--- config.mk ---
export PLATFORM = sky130hd
export DESIGN_NAME = animation_playhead_advance
export DESIGN_NICKNAME = d
export VERILOG_FILES = /design/src/hw/rtl/apa_pkg.sv /design/src/hw/rtl/apa_divider.sv /design/src/hw/rtl/animation_playhead_advance.sv
export SDC_FILE = /design/constraint.sdc
export NUM_CORES = 2
export LEC_CHECK = 0
export ABC_AREA = 1
export BUFFER_PORTS_ARGS = -buffer_cell sky130_fd_sc_hd__buf_2
export CORE_UTILIZATION = 54
export DETAILED_ROUTE_END_ITERATION = 16
export GPL_TIMING_DRIVEN = 0
export HOLD_SLACK_MARGIN = 0.02
export PLACE_DENSITY_LB_ADDON = 0.2
export REMOVE_ABC_BUFFERS = 1
export SLEW_MARGIN = 10
export SYNTH_ARGS = -nofsm -noshare
export SYNTH_HDL_FRONTEND = slang
export SYNTH_SLANG_ARGS = --single-unit
--- constraint.sdc ---
create_clock -name aclk -period 8.8 [get_ports aclk]
set_input_delay 0 -clock aclk [delete_from_list [all_inputs] [get_ports aclk]]
set_output_delay 0 -clock aclk [all_outputs]
set_load 0.05 [all_outputs]
--- src/hw/rtl/apa_pkg.sv ---
// apa_pkg: shared types and constants for the animation playhead advance block.
// Depends on nothing; used by apa_divider, animation_playhead_advance, the checker and the bench.
package apa_pkg;

    localparam int TIME_FRAC_BITS_DEF = 16;

    localparam int CFG_IDX_W  = 4;
    localparam int CFG_DATA_W = 32;
    localparam int DUR_W      = 32;
    localparam int DT_W       = 16;
    localparam int RATE_W     = 16;

    localparam logic [CFG_IDX_W-1:0] REG_PLAY_ENABLE    = 4'd0;
    localparam logic [CFG_IDX_W-1:0] REG_END_MODE       = 4'd1;
    localparam logic [CFG_IDX_W-1:0] REG_TRACK_DURATION = 4'd2;
    localparam logic [CFG_IDX_W-1:0] REG_BASE_RATE      = 4'd3;

    localparam logic [1:0] MODE_CLAMP    = 2'd0;
    localparam logic [1:0] MODE_LOOP     = 2'd1;
    localparam logic [1:0] MODE_PINGPONG = 2'd2;

    localparam logic [DUR_W-1:0]  DUR_RESET  = 32'h0001_0000;
    localparam logic [RATE_W-1:0] RATE_RESET = 16'h0100;

    typedef enum logic [2:0] {
        ST_IDLE,
        ST_MUL,
        ST_ADD,
        ST_CHK,
        ST_DIV,
        ST_DONE
    } apa_state_t;

    typedef struct packed {
        logic done;
        logic q_odd;
    } apa_div_status_t;

endpackage

--- src/hw/rtl/apa_divider.sv ---
// apa_divider: radix-2 restoring divider, one quotient bit per cycle.
// Returns the remainder and the quotient parity. Depends on apa_pkg.
module apa_divider #(
    parameter int QW = 33
) (
    input  logic                         aclk,
    input  logic                         aresetn,
    input  logic                         start,
    input  logic [QW-1:0]                dividend,
    input  logic [apa_pkg::DUR_W-1:0]    divisor,
    output apa_pkg::apa_div_status_t     status,
    output logic [apa_pkg::DUR_W-1:0]    remainder
);

    localparam int CNT_W = $clog2(QW + 1);

    logic [QW-1:0]             dvd_reg;
    logic [apa_pkg::DUR_W-1:0] dsr_reg;
    logic [apa_pkg::DUR_W-1:0] rem_reg;
    logic [CNT_W-1:0]          cnt_reg;
    logic                      busy_reg;
    logic                      done_reg;
    logic                      qlsb_reg;

    logic [apa_pkg::DUR_W:0]   trial;
    logic                      fits;
    logic [apa_pkg::DUR_W:0]   diff;

    assign trial = {rem_reg, dvd_reg[QW-1]};
    assign fits  = trial >= {1'b0, dsr_reg};
    assign diff  = trial - {1'b0, dsr_reg};

    always_ff @(posedge aclk) begin
        if (!aresetn) begin
            busy_reg <= 1'b0;
            done_reg <= 1'b0;
            cnt_reg  <= '0;
        end else begin
            done_reg <= 1'b0;
            if (start) begin
                busy_reg <= 1'b1;
                cnt_reg  <= CNT_W'(QW);
            end else if (busy_reg) begin
                cnt_reg <= cnt_reg - 1'b1;
                if (cnt_reg == CNT_W'(1)) begin
                    busy_reg <= 1'b0;
                    done_reg <= 1'b1;
                end
            end
        end
    end

    always_ff @(posedge aclk) begin
        if (start) begin
            dvd_reg  <= dividend;
            dsr_reg  <= divisor;
            rem_reg  <= '0;
            qlsb_reg <= 1'b0;
        end else if (busy_reg) begin
            dvd_reg  <= {dvd_reg[QW-2:0], 1'b0};
            rem_reg  <= fits ? diff[apa_pkg::DUR_W-1:0] : trial[apa_pkg::DUR_W-1:0];
            qlsb_reg <= fits;
        end
    end

    assign status.done  = done_reg;
    assign status.q_odd = qlsb_reg;
    assign remainder    = rem_reg;

endmodule

--- src/hw/rtl/animation_playhead_advance.sv ---
// animation_playhead_advance: top level, sequencer and datapath of the playhead.
// Depends on apa_pkg and apa_divider.
//
// Usage:
//  - Config port: cfg_wr_en/cfg_index/cfg_data, no read-back.
//    Index 0 play_enable, 1 end_mode, 2 track_duration, 3 base_rate; others ignored.
//    Write only while the block is idle.
//  - Input channel s_valid/s_ready carries one tick (s_delta_time) per transfer.
//  - Result channel m_valid/m_ready carries exactly one result per tick.
//  - A tick that moves the playhead off the track in loop or ping-pong mode
//    goes through multiply, add and check and then the bit-serial divider
//    (one quotient bit per cycle, QW dividend bits) before done. Other ticks
//    skip the divider; disabled or halted ticks go straight to done.
//  - One tick at a time: s_ready is high only while the sequencer is idle, so a
//    new tick is not taken before the last one has left the done state.
//  - A finished result sits in an output register; the next tick is accepted
//    while it waits. If the receiver stalls, the following result holds in
//    the done state until the output register frees up.
//  - Reset (aresetn low, synchronous) clears playhead, direction, sticky flags
//    and loads register defaults (duration 1.0, rate 1.0, disabled, clamp).
module animation_playhead_advance #(
    parameter int TIME_FRAC_BITS = apa_pkg::TIME_FRAC_BITS_DEF
) (
    input  logic                              aclk,
    input  logic                              aresetn,
    input  logic                              cfg_wr_en,
    input  logic [apa_pkg::CFG_IDX_W-1:0]     cfg_index,
    input  logic [apa_pkg::CFG_DATA_W-1:0]    cfg_data,
    input  logic                              s_valid,
    output logic                              s_ready,
    input  logic [apa_pkg::DT_W-1:0]          s_delta_time,
    output logic                              m_valid,
    input  logic                              m_ready,
    output logic [apa_pkg::DUR_W-1:0]         m_position,
    output logic                              m_wrapped,
    output logic                              m_stopped,
    output logic                              m_reversed,
    output logic                              m_updated
);

    // product of Q4.12 time and signed Q8.8 rate (17 bits after negation): Q.20
    localparam int PROD_W = apa_pkg::DT_W + apa_pkg::RATE_W + 2;
    localparam int SH_R   = (TIME_FRAC_BITS < 20) ? 20 - TIME_FRAC_BITS : 0;
    localparam int SH_L   = (TIME_FRAC_BITS > 20) ? TIME_FRAC_BITS - 20 : 0;
    localparam int STEP_W = PROD_W - SH_R + SH_L;
    localparam int P_W    = ((STEP_W > apa_pkg::DUR_W + 1) ? STEP_W : apa_pkg::DUR_W + 1) + 1;
    localparam int QW     = P_W - 1;

    apa_pkg::apa_state_t state_reg, state_next;

    // configuration
    logic                        play_enable_reg;
    logic [1:0]                  end_mode_reg;
    logic [apa_pkg::DUR_W-1:0]   duration_reg;
    logic [apa_pkg::RATE_W-1:0]  base_rate_reg;

    // architectural state
    logic [apa_pkg::DUR_W-1:0]   playhead_reg, playhead_next;
    logic                        flip_reg, flip_next;
    logic                        wrap_reg, wrap_next;
    logic                        halted_reg, halted_next;
    logic                        upd_reg, upd_next;

    // working registers
    logic [apa_pkg::DT_W-1:0]    dt_reg;
    logic signed [PROD_W-1:0]    prod_reg;
    logic signed [P_W-1:0]       p_reg;
    logic                        neg_reg;
    logic                        qle_reg;
    logic [apa_pkg::DUR_W-1:0]   qlo_reg;

    // output register
    logic                        m_valid_reg;
    logic [apa_pkg::DUR_W-1:0]   m_position_reg;
    logic                        m_wrapped_reg;
    logic                        m_stopped_reg;
    logic                        m_reversed_reg;
    logic                        m_updated_reg;

    logic                        in_xfer;
    logic                        out_free;
    logic                        div_start;
    logic                        skip_tick;
    logic                        is_loop;
    logic                        is_pp;

    logic [apa_pkg::DUR_W-1:0]   dur_eff;
    logic signed [P_W-1:0]       dur_ext;
    logic signed [apa_pkg::RATE_W:0] rate_eff;
    logic signed [P_W-1:0]       prod_ext;
    logic signed [P_W-1:0]       step;
    logic signed [P_W-1:0]       p_sum;
    logic                        p_neg;
    logic                        p_over;
    logic [P_W-1:0]              q_full;
    logic [QW-1:0]               q_mag;

    apa_pkg::apa_div_status_t    div_status;
    logic [apa_pkg::DUR_W-1:0]   div_rem;
    logic                        rem_zero;
    logic [apa_pkg::DUR_W-1:0]   dur_minus_rem;

    assign in_xfer   = s_valid && s_ready;
    assign out_free  = !m_valid_reg || m_ready;
    assign skip_tick = !play_enable_reg || halted_reg;
    assign is_loop   = (end_mode_reg == apa_pkg::MODE_LOOP);
    assign is_pp     = (end_mode_reg == apa_pkg::MODE_PINGPONG);

    // zero duration acts as one LSB
    assign dur_eff = (duration_reg == '0) ? apa_pkg::DUR_W'(1) : duration_reg;
    assign dur_ext = $signed({{(P_W - apa_pkg::DUR_W){1'b0}}, dur_eff});

    // signed rate, negated while reversed
    assign rate_eff = flip_reg ? -$signed({base_rate_reg[apa_pkg::RATE_W-1], base_rate_reg})
                               :  $signed({base_rate_reg[apa_pkg::RATE_W-1], base_rate_reg});

    // Q.20 to Q.F: arithmetic right shift floors, left shift is exact
    assign prod_ext = P_W'(prod_reg);
    assign step     = (prod_ext >>> SH_R) <<< SH_L;
    assign p_sum    = $signed({{(P_W - apa_pkg::DUR_W){1'b0}}, playhead_reg}) + step;

    assign p_neg  = p_reg[P_W-1];
    assign p_over = !p_neg && (p_reg > dur_ext);
    assign q_full = p_neg ? P_W'(-p_reg) : P_W'(p_reg);
    assign q_mag  = q_full[QW-1:0];

    assign rem_zero      = (div_rem == '0);
    assign dur_minus_rem = dur_eff - div_rem;

    apa_divider #(
        .QW (QW)
    ) u_div (
        .aclk      (aclk),
        .aresetn   (aresetn),
        .start     (div_start),
        .dividend  (q_mag),
        .divisor   (dur_eff),
        .status    (div_status),
        .remainder (div_rem)
    );

    // sequencer: next state
    always_comb begin
        state_next = state_reg;
        unique case (state_reg)
            apa_pkg::ST_IDLE: begin
                if (in_xfer) begin
                    state_next = skip_tick ? apa_pkg::ST_DONE : apa_pkg::ST_MUL;
                end
            end
            apa_pkg::ST_MUL: state_next = apa_pkg::ST_ADD;
            apa_pkg::ST_ADD: state_next = apa_pkg::ST_CHK;
            apa_pkg::ST_CHK: begin
                if ((p_neg || p_over) && (is_loop || is_pp)) begin
                    state_next = apa_pkg::ST_DIV;
                end else begin
                    state_next = apa_pkg::ST_DONE;
                end
            end
            apa_pkg::ST_DIV: begin
                if (div_status.done) begin
                    state_next = apa_pkg::ST_DONE;
                end
            end
            apa_pkg::ST_DONE: begin
                if (out_free) begin
                    state_next = apa_pkg::ST_IDLE;
                end
            end
            default: state_next = apa_pkg::ST_IDLE;
        endcase
    end

    // sequencer: outputs
    always_comb begin
        s_ready   = 1'b0;
        div_start = 1'b0;
        unique case (state_reg)
            apa_pkg::ST_IDLE: s_ready = 1'b1;
            apa_pkg::ST_CHK:  div_start = (p_neg || p_over) && (is_loop || is_pp);
            default: begin
                s_ready   = 1'b0;
                div_start = 1'b0;
            end
        endcase
    end

    // playhead, update flag and end-of-track handling
    always_comb begin
        playhead_next = playhead_reg;
        flip_next     = flip_reg;
        wrap_next     = wrap_reg;
        halted_next   = halted_reg;
        upd_next      = upd_reg;
        case (state_reg)
            apa_pkg::ST_IDLE: begin
                if (in_xfer) begin
                    upd_next = !skip_tick;
                end
            end
            apa_pkg::ST_CHK: begin
                if (p_neg || p_over) begin
                    wrap_next = 1'b1;
                    if (!(is_loop || is_pp)) begin
                        // clamp (and unused mode): pin to the crossed end, stop
                        halted_next   = 1'b1;
                        playhead_next = p_neg ? '0 : dur_eff;
                    end
                end else begin
                    playhead_next = p_reg[apa_pkg::DUR_W-1:0];
                end
            end
            apa_pkg::ST_DIV: begin
                if (div_status.done) begin
                    if (is_loop) begin
                        if (neg_reg) begin
                            playhead_next = rem_zero ? '0 : dur_minus_rem;
                        end else begin
                            playhead_next = rem_zero ? dur_eff : div_rem;
                        end
                    end else if (neg_reg) begin
                        if (qle_reg) begin
                            playhead_next = qlo_reg;
                            flip_next     = !flip_reg;
                        end else if (div_status.q_odd) begin
                            playhead_next = dur_minus_rem;
                        end else begin
                            playhead_next = div_rem;
                            flip_next     = !flip_reg;
                        end
                    end else begin
                        if (div_status.q_odd) begin
                            playhead_next = dur_minus_rem;
                            flip_next     = !flip_reg;
                        end else begin
                            playhead_next = div_rem;
                        end
                    end
                end
            end
            default: begin
                playhead_next = playhead_reg;
            end
        endcase
    end

    always_ff @(posedge aclk) begin
        if (!aresetn) begin
            state_reg       <= apa_pkg::ST_IDLE;
            play_enable_reg <= 1'b0;
            end_mode_reg    <= apa_pkg::MODE_CLAMP;
            duration_reg    <= apa_pkg::DUR_RESET;
            base_rate_reg   <= apa_pkg::RATE_RESET;
            playhead_reg    <= '0;
            flip_reg        <= 1'b0;
            wrap_reg        <= 1'b0;
            halted_reg      <= 1'b0;
            upd_reg         <= 1'b0;
            m_valid_reg     <= 1'b0;
        end else begin
            state_reg    <= state_next;
            playhead_reg <= playhead_next;
            flip_reg     <= flip_next;
            wrap_reg     <= wrap_next;
            halted_reg   <= halted_next;
            upd_reg      <= upd_next;
            if (cfg_wr_en) begin
                unique case (cfg_index)
                    apa_pkg::REG_PLAY_ENABLE:    play_enable_reg <= cfg_data[0];
                    apa_pkg::REG_END_MODE:       end_mode_reg    <= cfg_data[1:0];
                    apa_pkg::REG_TRACK_DURATION: duration_reg    <= cfg_data[apa_pkg::DUR_W-1:0];
                    apa_pkg::REG_BASE_RATE:      base_rate_reg   <= cfg_data[apa_pkg::RATE_W-1:0];
                    default: ;
                endcase
            end
            if (state_reg == apa_pkg::ST_DONE && out_free) begin
                m_valid_reg <= 1'b1;
            end else if (m_ready) begin
                m_valid_reg <= 1'b0;
            end
        end
    end

    // payload registers, no reset
    always_ff @(posedge aclk) begin
        if (in_xfer) begin
            dt_reg <= s_delta_time;
        end
        if (state_reg == apa_pkg::ST_MUL) begin
            prod_reg <= $signed({1'b0, dt_reg}) * rate_eff;
        end
        if (state_reg == apa_pkg::ST_ADD) begin
            p_reg <= p_sum;
        end
        if (state_reg == apa_pkg::ST_CHK) begin
            neg_reg <= p_neg;
            qle_reg <= (q_mag <= QW'(dur_eff));
            qlo_reg <= q_mag[apa_pkg::DUR_W-1:0];
        end
        if (state_reg == apa_pkg::ST_DONE && out_free) begin
            m_position_reg <= playhead_reg;
            m_wrapped_reg  <= wrap_reg;
            m_stopped_reg  <= halted_reg;
            m_reversed_reg <= flip_reg;
            m_updated_reg  <= upd_reg;
        end
    end

    assign m_valid    = m_valid_reg;
    assign m_position = m_position_reg;
    assign m_wrapped  = m_wrapped_reg;
    assign m_stopped  = m_stopped_reg;
    assign m_reversed = m_reversed_reg;
    assign m_updated  = m_updated_reg;

    // one tick in flight: no second transfer right after one
    a_one_in_flight: assert property (@(posedge aclk) disable iff (!aresetn)
        in_xfer |=> !s_ready)
        else $error("input accepted while a tick is in progress");

    // halt is sticky until reset
    a_halt_sticky: assert property (@(posedge aclk) disable iff (!aresetn)
        halted_reg |=> halted_reg)
        else $error("halted flag cleared");

    // halting only happens at a track end, so the wrap flag is set with it
    a_halt_implies_wrap: assert property (@(posedge aclk) disable iff (!aresetn)
        halted_reg |-> wrap_reg)
        else $error("halted without wrap flag");

    // divider result is used only while dividing
    a_div_done_in_div: assert property (@(posedge aclk) disable iff (!aresetn)
        div_status.done |-> (state_reg == apa_pkg::ST_DIV))
        else $error("divider finished outside of divide state");

endmodule

==> results.json <==
{
  "crit_top_cell": "fa_1",
  "synthToLayoutAreaGrowth_pct": 9.02,
  "worstMarginPinSlew_ns": 1.27,
  "cts-root-buf": "clkbuf_16",
  "relSlewSlack_pct": 15.3,
  "crit_family": "adder cells",
  "largest_reg_flops": 34,
  "hold_ws_ns": 0.0315,
  "hold_class": "in2reg",
  "drv_slew": 0,
  "routabilityCongestion": 0.966,
  "grt_pass1_vias": 29922,
  "die_area_um2": 62700,
  "clock_latency_ns": 0.59,
  "clock_sinks": 347,
  "status": "complete, no violations",
  "dp.final_hpwl_um": 82300,
  "vias_per_cell": 5.58,
  "required_ns": 9.11,
  "layout.nets": 5145,
  "cap_violations": 0,
  "ios": 95,
  "synth_cell_types": 60,
  "wl_per_cell_um": 19.2,
  "slowest_delay_ns": 0.56,
  "power_frac_comb_pct": 41.2,
  "internal-power_mw": 4.03,
  "antenna_cells": 0,
  "power_frac_clock_pct": 24.5,
  "rsz0062_at_grt": "no",
  "synth-seq-area-share_pct": 27.3,
  "layout_common_cells": "nand2_1, inv_1, nor2_1",
  "worstSetupPathType": "reg2reg",
  "antenna_left": 0,
  "via_count": 30139,
  "cts_buffer_depth": 3,
  "dieWidth_um": 250,
  "finalSetupViolCount": 0,
  "endpoint_kind": "flip-flop",
  "die_y_um": 250,
  "grtUsageTotal_pct": 33.6,
  "power.share.switching_pct": 42.5,
  "ir_drop_mv": 0.166,
  "final_common_cell": "nand2_1",
  "fillCellCount": 5677,
  "ff_latch_area_um2": 9100,
  "arrival_ns": 8.65,
  "yosysWarnings": 0,
  "drt_iter0_markers": 2381,
  "leakage_nw": 18.4,
  "clk_pin_slew_ns": 0.06,
  "crit_path_top_delay_cell": "fa_1",
  "p_switching_mw": 2.98,
  "grt_antenna_before_repair": 1,
  "grt_max_degree": 90,
  "fin_crit_sh_pct": 94.7,
  "htree_levels": 2,
  "skew_ns": 0.0250,
  "fmax_ghz": 0.120,
  "min_period_ns": 8.33,
  "setup_tns_ns": 0,
  "post-cts-setup-buffers": 0,
  "drt-total-wl_um": 104000,
  "cts_tree": "done",
  "start_util_pct": 54.9,
  "p_per_area_nw_per_um2": 193,
  "worstPathBufferInverterCount": 7,
  "port_buffers": 94,
  "seq_power_share_pct": 34.3,
  "avgSynthCellArea_um2": 7.35,
  "cts_made_buffers": 41,
  "drc_errors": 0,
  "core-area_um2": 60700,
  "synth-seq-cells": 347,
  "grt_pass1_wl_um": 164000,
  "drive_above_1_share_pct": 5.35,
  "crit_fanout": 15,
  "netlist_area_um2": 33300,
  "firstDrtPassIters": 6,
  "gr-total-overflow": 0,
  "start_kind": "flip-flop",
  "rows": 90,
  "hold_viol_final": 0,
  "multiInputGateArea_um2": 20700,
  "syn_inst": 4533
}
final cells by class:
type	instances	area share (%)
Multi-Input combinational cell	3265	57.1
Clock inverter	17	0.431
Sequential cell	347	25.1
Clock buffer	58	3.25
Tap cell	782	2.69
Inverter	767	7.95
Timing Repair Buffer	165	3.52
worst register-to-register path: cells and delay by family (launching register included):
kind / cells / cell delay [ns]
AO/OA/AOI/OAI: 4 / 1.18
XOR/XNOR: 1 / 0.10
adder cells (fa/ha/maj): 8 / 3.53
buffers and inverters: 7 / 0.98
flip-flops: 1 / 0.50
AND/OR/NAND/NOR: 9 / 1.76
power groups by stage:
stage	registers [mW]	clock network, mW	logic [mW]
floorplan	2.36	0	1.90
global placement	2.43	0	2.73
detailed placement	2.42	0	2.82
CTS	2.39	1.74	2.86
global route	2.41	1.80	3.21
finish	2.40	1.72	2.89
per-stage QoR:
stage | utilization (%) | instances | area (µm²) | worst slack (ns) | total power [mW]
floorplan | - | 4379 | 32700 | 2.03 | 4.27
global placement | 56.2 | 5255 | 34100 | 0.187 | 5.16
detailed placement | 56.6 | 5266 | 34400 | 0.417 | 5.23
CTS | 59.8 | 5401 | 36300 | 0.362 | 6.98
global route | 59.9 | 5401 | 36300 | 0.0105 | 7.42
finish | 59.9 | 5401 | 36300 | 0.465 | 7.01
synth_stat cells, drive strengths merged:
master,n,area (µm²)
a211o,1,8.76
a211oi,3,27.5
a21boi,10,75.1
a21o,16,120
a21oi,277,1390
a221oi,5,43.8
a31oi,11,81.3
and2,4,25.0
and3,1,6.26
buf,42,248
clkbuf,112,422
clkinv,11,41.3
dfxtp,132,2640
edfxtp,215,6460
fa,212,4240
ha,289,3620
inv,756,2840
mux2i,1,10.0
nand2,1178,4450
nand3,222,1150
nand3b,18,135
nand4,86,568
nor2,490,1860
nor3,37,200
nor3b,1,7.51
nor4,11,68.8
o2111ai,2,17.5
o211ai,5,37.5
o21a,7,52.6
o21ai,220,1120
o21bai,15,113
o221ai,3,26.3
o22ai,2,12.5
o31ai,4,35.0
or2,14,90.1
xnor2,37,324
xor2,83,753
repair_timing:
item | 4_1_cts | 5_1_grt
endpoints found under the hold margin | 87 | 0
gates resized for setup | 0 | 1
hold buffers | 60 | 0
endpoints found under the setup margin | 0 | 1
logic make-up (layout without fill, tap and decap cells):
kind of cell    count (synthesis)  count (layout)  synth area share [%]
simple gates                 2062            2062                  25.7
compound gates                581             581                  9.48
xor+xnor                      120             120                  3.23
fa+ha+maj                     501             501                  23.6
flops                         347             347                  27.3
mux                             1               1                0.0300
buf+inv                       921            1007                  10.7
layer usage:
metal,part of all wire [%],vias to the layer above,wire length (µm),global-route usage (%)
met5,0,-,0,0
met4,6.1,0,6370,18.8
met3,6.6,283,6870,3.90
met2,48,1105,49600,57.7
met1,40,14217,41100,41.2
li1,-,14534,-,-
worst paths after layout:
check                                      start          endpoint  slack, ns  cells past startpoint
worst max-delay path            base_rate_reg[0]      prod_ext[25]       0.47                     29
worst min-delay path                     aresetn  duration_reg[24]       0.03                      3
worst max register to register  base_rate_reg[0]      prod_ext[25]       0.47                     29
worst min register to register           upd_reg         m_updated       0.43                      0
No activity file was read; power rests on OpenSTA's default activity.
